`src/sv/wspr_enc_pkg.sv`:
```
package wspr_enc_pkg;

    localparam int SYMBOL_COUNT = 162;
    localparam int MSG_BITS     = 50;
    localparam int CALL_W       = 28;
    localparam int GRID_W       = 22;
    localparam int IN_TDATA_W   = 56;
    localparam int OUT_TDATA_W  = 32;
    localparam int GIDX_W       = 5;
    localparam int SYMS_W       = 16;
    localparam int VCNT_W       = 4;
    localparam int SYM_SLOTS    = SYMS_W / 2;

    localparam logic [31:0] POLY_A = 32'hf2d05351;
    localparam logic [31:0] POLY_B = 32'he4613c47;

    // Sync vector, position 0 is the leftmost digit
    localparam logic [0:SYMBOL_COUNT-1] SYNC_VEC = {
        21'b110000001000111000100,
        21'b101111000000010010100,
        21'b000010110011010001101,
        21'b000011010101010010010,
        21'b110001101010001000001,
        21'b001001110110011010001,
        21'b110000010100110000000,
        15'b110101100011000
    };

    typedef enum logic [1:0] {
        ST_IDLE,
        ST_ENCODE,
        ST_EMIT
    } enc_state_t;

    typedef struct packed {
        logic load;        // take a new message
        logic step;        // one interleave step
        logic start_emit;  // set up group readout
        logic emit;        // push one group to the output register
    } dp_cmd_t;

    typedef struct packed {
        logic enc_done;
        logic last_pending;
        logic out_free;
    } dp_stat_t;

    function automatic logic [7:0] rev8(input logic [7:0] v);
        logic [7:0] r;
        for (int k = 0; k < 8; k++)
        begin
            r[7-k] = v[k];
        end
        return r;
    endfunction

endpackage

```
`src/sv/wspr_symbol_encoder.sv`:
```
// After a message is accepted, the interleave walk runs, group readout is set up, and group
//   words follow, one group word per cycle while m_tready stays high.
// Messages are handled one at a time; most of the work is the interleave walk over 255
//   bit-reversed indices (one index per cycle). The next message is taken
//   while the last group word still waits in the output register.
// Reset: rst_n asynchronous, active low; clears the controller and output valid.
module wspr_symbol_encoder
    import wspr_enc_pkg::*;
#(
    parameter int SYMBOLS_PER_GROUP = 8
)
(
    input  logic                   clk,
    input  logic                   rst_n,
    input  logic                   s_tvalid,
    output logic                   s_tready,
    input  logic [IN_TDATA_W-1:0]  s_tdata,   // call_field[27:0], grid_power_field[49:28]
    output logic                   m_tvalid,
    input  logic                   m_tready,
    output logic [OUT_TDATA_W-1:0] m_tdata,   // group_index[4:0], symbols[20:5],
                                              // valid_count[24:21]
    output logic                   m_tlast    // last_group
);

    dp_cmd_t  cmd;
    dp_stat_t stat;

    wspr_enc_ctrl u_ctrl (
        .clk      (clk),
        .rst_n    (rst_n),
        .s_tvalid (s_tvalid),
        .s_tready (s_tready),
        .stat     (stat),
        .cmd      (cmd)
    );

    wspr_enc_dp #(
        .SYMBOLS_PER_GROUP (SYMBOLS_PER_GROUP)
    ) u_dp (
        .clk      (clk),
        .rst_n    (rst_n),
        .s_tdata  (s_tdata),
        .m_tvalid (m_tvalid),
        .m_tready (m_tready),
        .m_tdata  (m_tdata),
        .m_tlast  (m_tlast),
        .cmd      (cmd),
        .stat     (stat)
    );

endmodule

```
`src/sv/wspr_enc_ctrl.sv`:
```
module wspr_enc_ctrl
    import wspr_enc_pkg::*;
(
    input  logic     clk,
    input  logic     rst_n,
    input  logic     s_tvalid,
    output logic     s_tready,
    input  dp_stat_t stat,
    output dp_cmd_t  cmd
);

    enc_state_t state_reg;
    enc_state_t state_next;

    always_ff @(posedge clk or negedge rst_n)
    begin
        if (!rst_n)
        begin
            state_reg <= ST_IDLE;
        end
        else
        begin
            state_reg <= state_next;
        end
    end

    always_comb
    begin
        state_next = state_reg;
        cmd        = '0;
        s_tready   = 1'b0;
        unique case (state_reg)
            ST_IDLE:
            begin
                s_tready = 1'b1;
                if (s_tvalid)
                begin
                    cmd.load   = 1'b1;
                    state_next = ST_ENCODE;
                end
            end
            ST_ENCODE:
            begin
                if (stat.enc_done)
                begin
                    cmd.start_emit = 1'b1;
                    state_next     = ST_EMIT;
                end
                else
                begin
                    cmd.step = 1'b1;
                end
            end
            ST_EMIT:
            begin
                if (stat.out_free)
                begin
                    cmd.emit = 1'b1;
                    if (stat.last_pending)
                    begin
                        state_next = ST_IDLE;
                    end
                end
            end
            default:
            begin
                state_next = ST_IDLE;
            end
        endcase
    end

endmodule

```
`src/sv/wspr_enc_dp.sv`:
```
module wspr_enc_dp
    import wspr_enc_pkg::*;
#(
    parameter int SYMBOLS_PER_GROUP = 8
)
(
    input  logic                   clk,
    input  logic                   rst_n,
    input  logic [IN_TDATA_W-1:0]  s_tdata,
    output logic                   m_tvalid,
    input  logic                   m_tready,
    output logic [OUT_TDATA_W-1:0] m_tdata,
    output logic                   m_tlast,
    input  dp_cmd_t                cmd,
    output dp_stat_t               stat
);

    localparam int GROUPS = (SYMBOL_COUNT + SYMBOLS_PER_GROUP - 1) / SYMBOLS_PER_GROUP;
    localparam int GCW    = $clog2(GROUPS + 1);
    localparam int SLOTS  = (SYMBOLS_PER_GROUP < SYM_SLOTS) ? SYMBOLS_PER_GROUP : SYM_SLOTS;

    logic [MSG_BITS-1:0]     msg_reg,   msg_next;
    logic [31:0]             sreg_reg,  sreg_next;
    logic [7:0]              j_reg,     j_next;
    logic [7:0]              i_reg,     i_next;
    logic [SYMBOL_COUNT-1:0] data_reg,  data_next;
    logic [SYMBOL_COUNT-1:0] sync_reg,  sync_next;
    logic [7:0]              rem_reg,   rem_next;
    logic [GCW-1:0]          gcnt_reg,  gcnt_next;
    logic                    ovld_reg,  ovld_next;
    logic [OUT_TDATA_W-1:0]  odata_reg, odata_next;
    logic                    olast_reg, olast_next;

    logic [7:0]        rev;
    logic              hit;
    logic [31:0]       shifted;
    logic              par_bit;
    logic [7:0]        cnt;
    logic [SYMS_W-1:0] syms;

    assign rev     = rev8(j_reg);
    assign hit     = rev < 8'(SYMBOL_COUNT);
    assign shifted = {sreg_reg[30:0], msg_reg[MSG_BITS-1]};
    // even parity index shifts in the next message bit, odd one reuses it
    assign par_bit = i_reg[0] ? ^(sreg_reg & POLY_B) : ^(shifted & POLY_A);

    assign cnt = (rem_reg < 8'(SYMBOLS_PER_GROUP)) ? rem_reg : 8'(SYMBOLS_PER_GROUP);

    always_comb
    begin
        syms = '0;
        for (int k = 0; k < SLOTS; k++)
        begin
            syms[2*k +: 2] = {data_reg[k], sync_reg[k]};
        end
    end

    assign stat.enc_done     = (i_reg == 8'(SYMBOL_COUNT)) || (j_reg == 8'd255);
    assign stat.last_pending = rem_reg <= 8'(SYMBOLS_PER_GROUP);
    assign stat.out_free     = !ovld_reg || m_tready;

    always_comb
    begin
        msg_next   = msg_reg;
        sreg_next  = sreg_reg;
        j_next     = j_reg;
        i_next     = i_reg;
        data_next  = data_reg;
        sync_next  = sync_reg;
        rem_next   = rem_reg;
        gcnt_next  = gcnt_reg;
        odata_next = odata_reg;
        olast_next = olast_reg;
        ovld_next  = m_tready ? 1'b0 : ovld_reg;

        if (cmd.load)
        begin
            msg_next  = {s_tdata[CALL_W-1:0], s_tdata[CALL_W +: GRID_W]};
            sreg_next = '0;
            j_next    = '0;
            i_next    = '0;
            data_next = '0;
        end

        if (cmd.step)
        begin
            j_next = j_reg + 8'd1;
            if (hit)
            begin
                data_next[rev] = par_bit;
                i_next         = i_reg + 8'd1;
                if (!i_reg[0])
                begin
                    sreg_next = shifted;
                    msg_next  = msg_reg << 1;
                end
            end
        end

        if (cmd.start_emit)
        begin
            for (int k = 0; k < SYMBOL_COUNT; k++)
            begin
                sync_next[k] = SYNC_VEC[k];
            end
            rem_next  = 8'(SYMBOL_COUNT);
            gcnt_next = '0;
        end

        if (cmd.emit)
        begin
            ovld_next  = 1'b1;
            odata_next = {{(OUT_TDATA_W - GIDX_W - SYMS_W - VCNT_W){1'b0}},
                          VCNT_W'(cnt), syms, GIDX_W'(gcnt_reg)};
            olast_next = stat.last_pending;
            // zeros shift in, so slots past the end read as zero
            data_next  = data_reg >> SYMBOLS_PER_GROUP;
            sync_next  = sync_reg >> SYMBOLS_PER_GROUP;
            rem_next   = rem_reg - cnt;
            gcnt_next  = gcnt_reg + GCW'(1);
        end
    end

    always_ff @(posedge clk or negedge rst_n)
    begin
        if (!rst_n)
        begin
            ovld_reg <= 1'b0;
            j_reg    <= '0;
            i_reg    <= '0;
            rem_reg  <= '0;
            gcnt_reg <= '0;
        end
        else
        begin
            ovld_reg <= ovld_next;
            j_reg    <= j_next;
            i_reg    <= i_next;
            rem_reg  <= rem_next;
            gcnt_reg <= gcnt_next;
        end
    end

    always_ff @(posedge clk)
    begin
        msg_reg   <= msg_next;
        sreg_reg  <= sreg_next;
        data_reg  <= data_next;
        sync_reg  <= sync_next;
        odata_reg <= odata_next;
        olast_reg <= olast_next;
    end

    assign m_tvalid = ovld_reg;
    assign m_tdata  = odata_reg;
    assign m_tlast  = olast_reg;

endmodule

```
`config.mk`:
```
export PLATFORM = sky130hd
export DESIGN_NAME = wspr_symbol_encoder
export DESIGN_NICKNAME = d
export VERILOG_FILES = /design/src/sv/wspr_enc_pkg.sv /design/src/sv/wspr_symbol_encoder.sv /design/src/sv/wspr_enc_ctrl.sv /design/src/sv/wspr_enc_dp.sv
export SDC_FILE = /design/constraint.sdc
export NUM_CORES = 1
export LEC_CHECK = 0
export BUFFER_PORTS_ARGS = -buffer_cell sky130_fd_sc_hd__buf_2
export CAP_MARGIN = 20
export CORE_UTILIZATION = 40
export DETAILED_ROUTE_END_ITERATION = 12
export PLACE_DENSITY = 0.56
export SLEW_MARGIN = 15
export SYNTH_ARGS = -nofsm -noshare
export SYNTH_HDL_FRONTEND = slang
export SYNTH_SLANG_ARGS = --single-unit
```
`constraint.sdc`:
```
create_clock -name clk -period 13 [get_ports clk]
set_input_delay 0.65 -clock clk [delete_from_list [all_inputs] [get_ports clk]]
set_output_delay 0.65 -clock clk [all_outputs]
set_load 0.1 [all_outputs]
```
**Word level (Yosys, flattened, before mapping)**

Cells that the tools add are included.

- Logic and storage cells: 88
- Output and inout bits: 35
- Bits in registers: 454
- Input bits: 60

- Equality and inequality tests: 8
- Reductions and logical operators: 11
- Multiplexer cells: 43
- Add/subtract/negate cells: 4
- Order comparisons: 5

Operators by type and width:

| cell | number |
|---|---|
| 162-bit two-way mux | 3 |
| 154-bit two-way mux | 2 |
| 50-bit two-way mux | 4 |
| 162-bit bitwise mux | 1 |
| 151-bit two-way mux | 1 |
| 32-bit two-way mux | 4 |
| 8-bit two-way mux | 8 |
| 32-bit XOR reduction | 2 |
| 8-bit by 1-bit adder with 8-bit output, second input constant | 2 |
| 8-bit equality test, second input constant | 2 |
| 1-bit two-way mux | 11 |
| 2-bit two-way mux | 5 |
| 5-bit two-way mux | 2 |
| 8-bit by 9-bit less-than comparator with 1-bit output, second input constant | 1 |
| 1-bit demux with 8-bit select | 1 |
| 8-bit by 1-bit greater-or-equal comparator with 1-bit output, second input constant | 1 |
| 8-bit by 4-bit <= comparator with 1-bit output, second input constant | 1 |
| 8-bit by 4-bit less-than comparator with 1-bit output, second input constant | 1 |
| 8-bit less-than comparator, second input constant | 1 |
| 2-bit inequality test, second input constant | 4 |
| 8-bit subtractor | 1 |
| 2-bit case mux with 3 select lines | 1 |
| 2-bit nonzero test | 3 |
| 5-bit by 1-bit adder with 5-bit output, second input constant | 1 |
| other kinds (7) | 8 |

**Logic depth before layout (Yosys ltp)**

Gate-level depths: netlist of the first run.

- Depth in word-level cells: 8
- Depth in mapped cells: 11
- Mapped depth without buffers: 10

**Modules after synthesis**

Synthesis of the first run repeated with hierarchy kept, for this count alone.

- Cells, all modules: 2247
- Area total of the unflattened synthesis: 20452.1 sq um

By module, submodules not included:

| module | times used | cells each | sequential area each (sq um) | area each (sq um) |
|---|---|---|---|---|
| wspr_enc_dp | 1 | 2234 | 10520.1 | 20337.0 |
| wspr_enc_ctrl | 1 | 13 | 50.0 | 115.1 |

**Worst setup path before layout of the first run**

Ideal clock, no wire load.

- Kind: register to register
- From: register u_dp.ovld_reg, in the netlist u_dp.m_tvalid
- To: register u_dp.sync_reg[0] (enable)
- Path buffers: 2
- Arrival time: 4.498 ns
- Setup slack: 8.014 ns
- Required time: 12.512 ns
- Clock period less this slack: 4.986 ns
- Stages on the path, launching flop included: 8
- Library setup time: 0.488 ns
- Path through: dfrtp_1 nand2b_1 nand2b_1 clkinv_1 clkbuf_1 clkbuf_1 a21oi_1 inv_1

- Cells in the longest elaborated chain, start to end: 5

Ends and longest elaborated chain:

| item | RTL line | source |
|---|---|---|
| start, declared | wspr_enc_dp.sv:30 | `logic ovld_reg, ovld_next;` |
| start signal, assigned | wspr_enc_dp.sv:136 | `ovld_reg <= ovld_next;` |
| 1-bit zero test | wspr_enc_dp.sv:60 | `assign stat.out_free = !ovld_reg \|\| m_tready;` |
| 1-bit logical OR | wspr_enc_dp.sv:60 |  |
| 1-bit two-way mux | wspr_enc_ctrl.sv:56 | `if (stat.out_free)` |
| 1-bit two-way mux | wspr_enc_ctrl.sv:32 | `unique case (state_reg)` |
| 2-bit nonzero test (no line) | n/a |  |
| end signal, assigned | wspr_enc_dp.sv:149 | `sync_reg <= sync_next;` |
| end, declared | wspr_enc_dp.sv:27 | `logic [SYMBOL_COUNT-1:0] sync_reg, sync_next;` |

No other way between the ends.
A chain may end at the register's enable or synchronous reset.

**Final worst setup path of the first run**

- From: register u_dp.j_reg[1]
- To: register u_dp.sync_reg[5] (enable)

- Cells in the longest elaborated chain, start to end: 5

Ends and longest elaborated chain:

| item | RTL line | source |
|---|---|---|
| start, declared | wspr_enc_dp.sv:24 | `logic [7:0] j_reg, j_next;` |
| start signal, assigned | wspr_enc_dp.sv:137 | `j_reg <= j_next;` |
| 8-bit equality test | wspr_enc_dp.sv:58 | `assign stat.enc_done = (i_reg == 8'(SYMBOL_COUNT)) \|\| (j_reg == 8'd255);` |
| 1-bit logical OR | wspr_enc_dp.sv:58 |  |
| 1-bit two-way mux | wspr_enc_ctrl.sv:44 | `if (stat.enc_done)` |
| 2-bit two-way mux | wspr_enc_ctrl.sv:32 |  |
| 2-bit nonzero test (no line) | n/a |  |

No other way between the ends.

==> impl_metrics.tcl, run 1 <==
set metrics [dict create \
    run_status "finished, violations left" \
    violations "design-rule violations" \
    setup_slack_ns 9.217 \
    cp-end-kind "flop" \
    grt_pass1_vias 13790 \
    dp_hpwl_mm 27.83 \
    async_reset_ff_share_pct 7.289 \
    ys_seq_area_share_pct 55.27 \
    finalSetupViolations 0 \
    finalNonFillerCells 2579 \
    overflow 0 \
    clock_skew_ns 0.01618 \
    drv_cap 0 \
    synthDistinctLibCells 59 \
    die_w_um 220.7 \
    power.density_mw_per_mm2 235.3 \
    cts_hold_buf 0 \
    drc 2 \
    ctsResizeCount 0 \
    root_buffer "clkbuf_16" \
    synth_area_leaders "dfxtp_1 (26%), edfxtp_1 (25%), a21oi_1 (6.6%)" \
    crit_type "flop to flop" \
    postCtsSetupBuffers 0 \
    drv_slew 0 \
    max_slew_margin_pct 28.76 \
    antenna_cells 0 \
    ys_ff_latch 439 \
    die_h_um 220.7 \
    final_antenna_net_count 0 \
    yosysTopAreaCell "dfxtp_1" \
    drt_pass1_iterations 12 \
    place.port_buffers 81 \
    yosys.area_share.simple_pct 14.47 \
    yosysWarningCount 0 \
    period_needed_ns 3.783 \
    start_kind "flop" \
    grt_max_degree 110 \
    largest_reg_flops 162 \
    yosysMostFrequentCell "nand2_1" \
    worst-slew-pin-transition_ns 1.066 \
    clockBufferDepth 3 \
    die_area_mm2 0.04869 \
    num_rows 79 \
    synth_top_family_by_area "compound AO/OA/AOI/OAI gates" \
    required_ns 13.20 \
    fill_cells 4413 \
    dpl_worst_slack_ns 8.948 \
    max_freq_ghz 0.2643 \
    start_util_pct 40.82 \
    synth-main-ff-cell "dfxtp_1" \
    synthTopCellsByCount "nand2_1 (258), a21oi_1 (254), dfxtp_1 (245)" \
    gp_congestion 0.8329 \
    synth_fa_ha_area_share_pct 0.5234 \
    drt-initial-drc-count 1747 \
    post-route-period-util_pct 29.10 \
    synth_area_mm2 0.01912 \
    synth_xor_area_share_pct 1.243 \
    wirelength_mm 47.68 \
    worstSkewPairLatency_ns 0.58 \
    syn_to_final_growth_pct 12.01 \
    io_pins 95 \
    rsz0062_at_grt "no" \
    vias 14920 \
    synth_top_area_share_pct 25.65 \
    cts_sinks 439 \
    synth.mux.area_fraction_pct 3.337 \
    final_layout_size_suffix_gt1_share_pct 9.787 \
    nNetsFinal 2003 \
    via_per_inst 5.784 \
    setup_tns_ns 0 \
    antenna_found_initial 0 \
    cts_made_buffers 48 \
    crit_fanout 80 \
    cellLeakagePower_nw 7.579 \
    syn_area_per_cell_um2 9.852 \
    grt_usage_pct 19.51 \
    peakVddDrop_uv 458.6 \
    cts_tree "done" \
    htree_num_levels 2 \
    wl_per_cell_um 18.49 \
    synth-compound-area-share_pct 21.37 \
    synth_cells 1941 \
    hold_viol 0 \
    coreArea_mm2 0.04685 \
    hp-class "input port to async pin" \
    crit_arrival_ns 3.98 \
    path_clk_slew_ns 0.06 \
    dp.cells 2488 \
    synth_edf_count 162 \
    grt_pass1_wl_mm 74.95 \
]
stage by stage:
stage | hold slack [ns] | util (%) | cell area, um^2 | total power (W)
floorplan | 0.3544 | - | 19150 | 0.003165
global placement | 0.4119 | 42.36 | 19850 | 0.003629
detailed placement | 0.4045 | 42.36 | 19850 | 0.003676
CTS | 0.1464 | 45.62 | 21370 | 0.005024
global route | 0.1984 | 45.72 | 21420 | 0.005317
finish | 0.1418 | 45.72 | 21420 | 0.005040
worst max-delay path, stage by stage, from the launching register on:
cell and delay [ns]:
dfrtp_1 0.47, ha_1 0.59, nand3_1 0.26, o22ai_1 0.28
a21oi_1 0.35, inv_6 0.50, buf_4 0.85
cell usage in the layout, fill, tap and decap left out, drive strengths merged, types with 34 or more instances in the layout:
cell type / synthesis / final
a21oi: 254 / 254
a222oi: 34 / 34
and2: 99 / 99
buf: 43 / 102
clkbuf: 123 / 71
dfxtp: 245 / 245
edfxtp: 162 / 162
mux2i: 61 / 61
nand2: 258 / 258
nand2b: 60 / 60
nor2: 39 / 39
o211ai: 69 / 69
o21ai: 197 / 197
area by class of cell:
type / count / area [um^2] / share of cell area (%)
clock buffer: 69 / 1361 / 6.355
clock inverter: 18 / 165.2 / 0.7710
inverter: 9 / 46.29 / 0.2161
multi-input combinational: 1333 / 7928 / 37.01
sequential: 439 / 10570 / 49.35
tap: 607 / 759.5 / 3.546
timing repair buffer: 104 / 590.6 / 2.757
cell families (layout without fill, tap and decap cells):
family | after synthesis | count (layout)
other | 2 | 8
buffers and inverters | 175 | 200
xor gates and xnor gates | 24 | 24
muxes | 62 | 62
and+or+nand+nor | 564 | 564
AOI/OAI and AO/OA | 667 | 667
DFF | 439 | 439
adders and majority gates | 8 | 8
report_power, final:
group / switching, W / internal [W]
clock network: 0.000552 / 0.000784
registers: 0.000211 / 0.00169
logic: 0.00128 / 0.000520
metal layers:
metal	routed length (um)	track usage [%]
met1	21270	26.57
met2	21310	30.46
met3	3718	3.863
met4	1375	7.534
met5	0	0
final timing paths:
path	endpoint	depth (start not counted)	slack [ns]	start
max	u_dp.sync_reg[5]	6	9.22	u_dp.j_reg[1]
min	u_dp.m_tvalid	1	0.14	rst_n
max reg2reg	u_dp.sync_reg[5]	6	9.22	u_dp.j_reg[1]
min reg2reg	u_dp.m_tdata[7]	0	0.42	u_dp.sync_reg[1]
max in group asynchronous	u_dp.gcnt_reg[4]	1	12.36	rst_n
min in group clk	u_dp.msg_reg[0]	3	0.32	s_tdata[28]
Note: power is estimated with default switching activity, not from simulation.
==> run 2, diff against run 1 <==
--- a/config.mk
+++ b/config.mk
@@ -5,11 +5,12 @@
 export SDC_FILE = /design/constraint.sdc
 export NUM_CORES = 1
 export LEC_CHECK = 0
+export ABC_AREA = 1
 export BUFFER_PORTS_ARGS = -buffer_cell sky130_fd_sc_hd__buf_2
 export CAP_MARGIN = 20
 export CORE_UTILIZATION = 40
 export DETAILED_ROUTE_END_ITERATION = 12
-export PLACE_DENSITY = 0.56
+export PLACE_DENSITY = 0.58
 export SLEW_MARGIN = 15
 export SYNTH_ARGS = -nofsm -noshare
 export SYNTH_HDL_FRONTEND = slang
==> constraint.sdc (replaced) <==
create_clock -name clk -period 3.4 [get_ports clk]
set_input_delay 0.17 -clock clk [delete_from_list [all_inputs] [get_ports clk]]
set_output_delay 0.17 -clock clk [all_outputs]
set_load 0.1 [all_outputs]
==> impl_metrics.tcl, run 2 <==
set metrics [dict create \
    run_status "finished clean" \
    place.port_buffers 81 \
    wl_per_cell_um 14.50 \
    cp_common_cell "inv_2" \
    crit_arrival_ns 2.94 \
    die_h_um 236.3 \
    crit_chain "inv_2, ha_2, nand4_1, o21ai_4, nand2_2, inv_2, nor2_4, clkinvlp_4, buf_12" \
    num_rows 85 \
    syn_to_final_growth_pct 13.58 \
    nNetsFinal 2993 \
    worst-slew-pin-transition_ns 1.166 \
    cts_made_buffers 50 \
    dp.cells 3517 \
    fill_cells 5279 \
    grt_pass1_vias 18120 \
    cellLeakagePower_nw 10.89 \
    io_pins 95 \
    htree_num_levels 2 \
    finalNonFillerCells 3662 \
    final_cell_mix "nand2_1 (544), nor2_1 (465), a21oi_1 (328)" \
    dpl_worst_slack_ns 0.7073 \
    root_buffer "clkbuf_16" \
    cp-end-kind "flop" \
    worstSkewPairLatency_ns 0.60 \
    final_common_cell "nand2_1" \
    drt_pass1_iterations 7 \
    cp_top_family "buffers and inverters" \
    synthDistinctLibCells 52 \
    cts_tree "done" \
    vias 18940 \
    synth_top_area_share_pct 22.34 \
    dp_hpwl_mm 28.58 \
    required_ns 3.67 \
    synth_cells 2903 \
    cts_sinks 439 \
    start_kind "flop" \
    grt_pass1_wl_mm 87.93 \
    drt-initial-drc-count 1536 \
    post-route-period-util_pct 78.69 \
    yosysTopAreaCell "dfxtp_1" \
    synth-main-ff-cell "dfxtp_1" \
    ys_ff_latch 439 \
    hold_viol 0 \
    finalSetupViolations 0 \
    synth_area_leaders "dfxtp_1 (22%), edfxtp_1 (22%), nand2_1 (9.4%)" \
    cp_slowest_stage_delay_ns 0.47 \
    crit_type "flop to flop" \
    crit_fanout 66 \
    drv_cap 0 \
    yosysMostFrequentCell "nand2_1" \
    die_area_mm2 0.05583 \
    rsz0062_at_grt "no" \
    die_w_um 236.3 \
    gp_congestion 0.7723 \
    hp-class "input port to async pin" \
    clockBufferDepth 3 \
    postLayoutCoreUtil_pct 46.16 \
    grt_max_degree 203 \
    hold_slack_ns 0.2278 \
    yosysWarningCount 0 \
    peakVddDrop_uv 911.5 \
    cp_num_buf_inv 4 \
    power.density_mw_per_mm2 800.0 \
    antenna_cells 0 \
    synthTopCellsByCount "nand2_1 (548), nor2_1 (467), a21oi_1 (328)" \
    max_freq_ghz 0.3738 \
    final_antenna_net_count 0 \
    period_needed_ns 2.675 \
    max_slew_margin_pct 22.28 \
    drc 0 \
    largest_reg_flops 162 \
    ys_seq_area_share_pct 48.14 \
    grt_usage_pct 18.84 \
    overflow 0 \
    antenna_found_initial 0 \
    path_clk_slew_ns 0.06 \
    async_reset_ff_share_pct 7.289 \
    via_per_inst 5.173 \
    slowest_stage "dfrtp_1" \
    synth_edf_count 162 \
    synth_area_mm2 0.02195 \
    coreArea_mm2 0.05403 \
    syn_area_per_cell_um2 7.563 \
    final_layout_size_suffix_gt1_share_pct 9.272 \
    drv_slew 0 \
    start_util_pct 40.64 \
    clock_skew_ns 0.01636 \
    wirelength_mm 53.10 \
    setup_slack_ns 0.7247 \
]
run 2: cell types whose count changed in the layout (fill, tap and decap cells not counted), moves of 137 or more:
cell     previous run  this run
nand2_1           257       544
nor2_1             35       465
o21ai_0           192        26
nand3_1            31       212
inv_1               7       318
o21a_1              0       137
run 2: area by class of cell:
| type | instances | area (um^2) | share of cell area, % |
|---|---|---|---|
| clock buffer | 73 | 1460 | 5.855 |
| clock inverter | 20 | 177.7 | 0.7125 |
| inverter | 331 | 1259 | 5.048 |
| multi-input combinational | 1949 | 9336 | 37.44 |
| sequential | 439 | 10570 | 42.40 |
| tap | 696 | 870.8 | 3.492 |
| timing repair buffer | 154 | 1259 | 5.048 |
run 2: power breakdown:
group          switching (W)  total (W)  internal (W)
clock                0.00222    0.00535       0.00313
sequential          0.000514    0.00673       0.00622
combinational        0.00581    0.00786       0.00205
run 2: per-stage QoR:
stage          TNS (ns)  area, um^2  power, W
3_3_place_gp          0       22780   0.01447
6_report              0       24940   0.01995
3_5_place_dp          0       22780   0.01460
2_1_floorplan    -34.28       22020   0.01261
5_1_grt               0       24940   0.02116
4_1_cts               0       24940   0.02006
run 2: repair_timing:
item,in CTS,in global routing
hold buffers,52,0
endpoints found under the hold margin,84,0
buffers inserted,0,0
gates resized for setup,0,0
run 2: cells by family after synthesis:
group,synth area share [%]
buffers and inverters,9.762
and+or+nand+nor,24.98
AOI/OAI and AO/OA,16.14
DFF,48.14
adders and majority gates,0.4559
other,0.03421
xor gates and xnor gates,0.4388
muxes,0.04559
run 2: final timing paths:
| path | start | to | slack (ns) | cells past startpoint |
|---|---|---|---|---|
| worst min-delay path | rst_n | u_dp.i_reg[6] | 0.23 | 2 |
| max in group asynchronous | rst_n | u_dp.m_tvalid | 2.55 | 2 |
| worst min register to register | u_dp.sync_reg[2] | u_dp.m_tdata[9] | 0.42 | 0 |
| worst max-delay path | u_dp.i_reg[0] | u_dp.sync_reg[39] | 0.72 | 9 |
| worst max register to register | u_dp.i_reg[0] | u_dp.sync_reg[39] | 0.72 | 9 |
| min in group clk | s_tvalid | u_dp.msg_reg[4] | 0.29 | 4 |
run 2: per-layer routing:
layer | routed length [um] | part of all wire, % | GRT usage (%) | vias to the layer above
li1 | - | - | - | 9455
met2 | 25130 | 47 | 32.83 | 383
met5 | 0 | 0 | 0 | -
met1 | 24250 | 46 | 23.41 | 9011
met3 | 2408 | 4.5 | 3.335 | 95
met4 | 1315 | 2.5 | 6.218 | 0
==> run 3, diff against run 2 <==
==> constraint.sdc (replaced) <==
create_clock -name clk -period 2.4 [get_ports clk]
set_input_delay 0.12 -clock clk [delete_from_list [all_inputs] [get_ports clk]]
set_output_delay 0.12 -clock clk [all_outputs]
set_load 0.1 [all_outputs]
==> impl_metrics.tcl, run 3 (synthesis gave the netlist of run 2 again) <==
set metrics [dict create \
    run_status "finished clean" \
    antenna_cells 0 \
    root_buffer "clkbuf_16" \
    rsz0062_at_grt "yes" \
    gp_congestion 0.7868 \
    dp_hpwl_mm 30.61 \
    clock_skew_ns 0.03061 \
    final_cell_mix "nand2_1 (543), nor2_1 (464), a21oi_1 (328)" \
    grt_max_degree 144 \
    grt_pass1_vias 18200 \
    via_per_inst 5.154 \
    io_pins 95 \
    slowest_stage "buf_12" \
    setup_slack_ns 0.1937 \
    cp-end-kind "flop" \
    power.density_mw_per_mm2 1128 \
    post-route-period-util_pct 91.93 \
    grt_pass1_wl_mm 89.30 \
    nNetsFinal 3021 \
    drc 0 \
    wirelength_mm 53.55 \
    die_w_um 236.3 \
    coreArea_mm2 0.05403 \
    die_area_mm2 0.05583 \
    overflow 0 \
    num_rows 85 \
    cellLeakagePower_nw 11.02 \
    drv_cap 0 \
    cp_slowest_stage_delay_ns 0.49 \
    antenna_found_initial 0 \
    clockBufferDepth 3 \
    postCtsSetupBuffers 0 \
    die_h_um 236.3 \
    vias 18990 \
    hold_viol 0 \
    drt_pass1_iterations 6 \
    crit_arrival_ns 2.72 \
    max_freq_ghz 0.4533 \
    met3_usage_pct 2.575 \
    max_slew_margin_pct 45.81 \
    hp-class "input port to flop" \
    finalSetupViolations 0 \
    place.port_buffers 81 \
    final_layout_size_suffix_gt1_share_pct 9.839 \
    grt_busiest_layer "met2" \
    htree_num_levels 2 \
    cts_tree "done" \
    cp_top_family "buffers and inverters" \
    postLayoutCoreUtil_pct 46.64 \
    cts_made_buffers 48 \
    gr-usage-met2_pct 32.66 \
    crit_fanout 143 \
    start_util_pct 40.64 \
    grtUsageMet1_pct 24.58 \
    syn_to_final_growth_pct 14.77 \
    cts_sinks 439 \
    period_needed_ns 2.206 \
    path_clk_slew_ns 0.06 \
    cp_num_buf_inv 2 \
    final_antenna_net_count 0 \
    worstSkewPairLatency_ns 0.61 \
    grt_usage_pct 19.12 \
    wl_per_cell_um 14.53 \
    holdCritStartpoint "s_tvalid" \
    crit_chain "ha_2, inv_4, nor2_4, nand2_2, o21ai_4, nor2_8, buf_12, o21a_1, nand2_1, a21oi_1" \
    peakVddDrop_uv 1290 \
    dpl_worst_slack_ns 0.2143 \
    final_common_cell "nand2_1" \
    worst-slew-pin-transition_ns 0.8128 \
    required_ns 2.92 \
    r2r-start "u_dp.j_reg[1]" \
    crit_path_start "u_dp.j_reg[1]" \
    crit_type "flop to flop" \
    drt-initial-drc-count 1523 \
    start_kind "flop" \
    largest_reg_flops 162 \
    drv_slew 0 \
]
==> run 3: cell types whose count changed in the layout (fill, tap and decap cells not counted), sizes merged <==
cell      change
bufinv        -1
buf          +30
clkinvlp      -2
clkbuf        -3
clkinv        -2
==> run 3: what timing repair did <==
item | CTS | global route
hold buffers | 52 | 0
gates resized for setup | 0 | 1
hold endpoints to repair | 83 | 0
setup endpoints to repair | 0 | 8
==> run 3: cell type report <==
class                   instances  area, um^2
flip-flops and latches        439       10570
multi-input cells            1949        9346
clock buffers                  70        1354
inverters                     331        1259
fillers                      5196       28830
clock inverters                15       160.2
repair buffers                184        1634
well taps                     696       870.8
==> run 3: per-stage QoR <==
stage	instance area (um^2)	hold WS (ns)	TNS [ns]	std cells	total power, W
final	25200	0.1496	0	3684	0.02843
after global placement	23160	0.2587	0	3547	0.02112
after global routing	25200	0.1989	-0.1232	3684	0.03018
after detailed placement	23160	0.2592	0	3547	0.02131
after CTS	25200	0.1504	0	3684	0.02863
after floorplan	22030	-0.1756	-173.28	2909	0.01786
==> run 3: routing by layer <==
metal,share of wire (%),up-vias
met5,0,-
met4,2.8,0
met3,4.1,99
met2,47,445
met1,46,8934
li1,-,9511
==> run 3: where the power goes <==
group          total, W  switching [W]  internal, W
Clock           0.00711        0.00307      0.00404
Sequential      0.00951       0.000701      0.00881
Combinational    0.0118        0.00839      0.00342
Total            0.0284         0.0122       0.0163
==> run 3: path summary, 6_finish.rpt <==
path,end,slack (ns),cells past startpoint
worst max-delay path,u_dp.data_reg[38],0.19,10
worst min-delay path,u_dp.i_reg[3],0.15,5
worst max register to register,u_dp.data_reg[38],0.19,10
worst min register to register,u_dp.m_tdata[17],0.42,0
max in group asynchronous,u_dp.m_tvalid,1.63,2
min in group asynchronous,u_dp.i_reg[3],0.17,2
==> run 3: tightest hold or removal path, stage by stage <==
cell and delay [ns]:
buf_2 0.10, nand2_4 0.10, buf_12 0.23, o21ai_0 0.12, a21oi_1 0.05
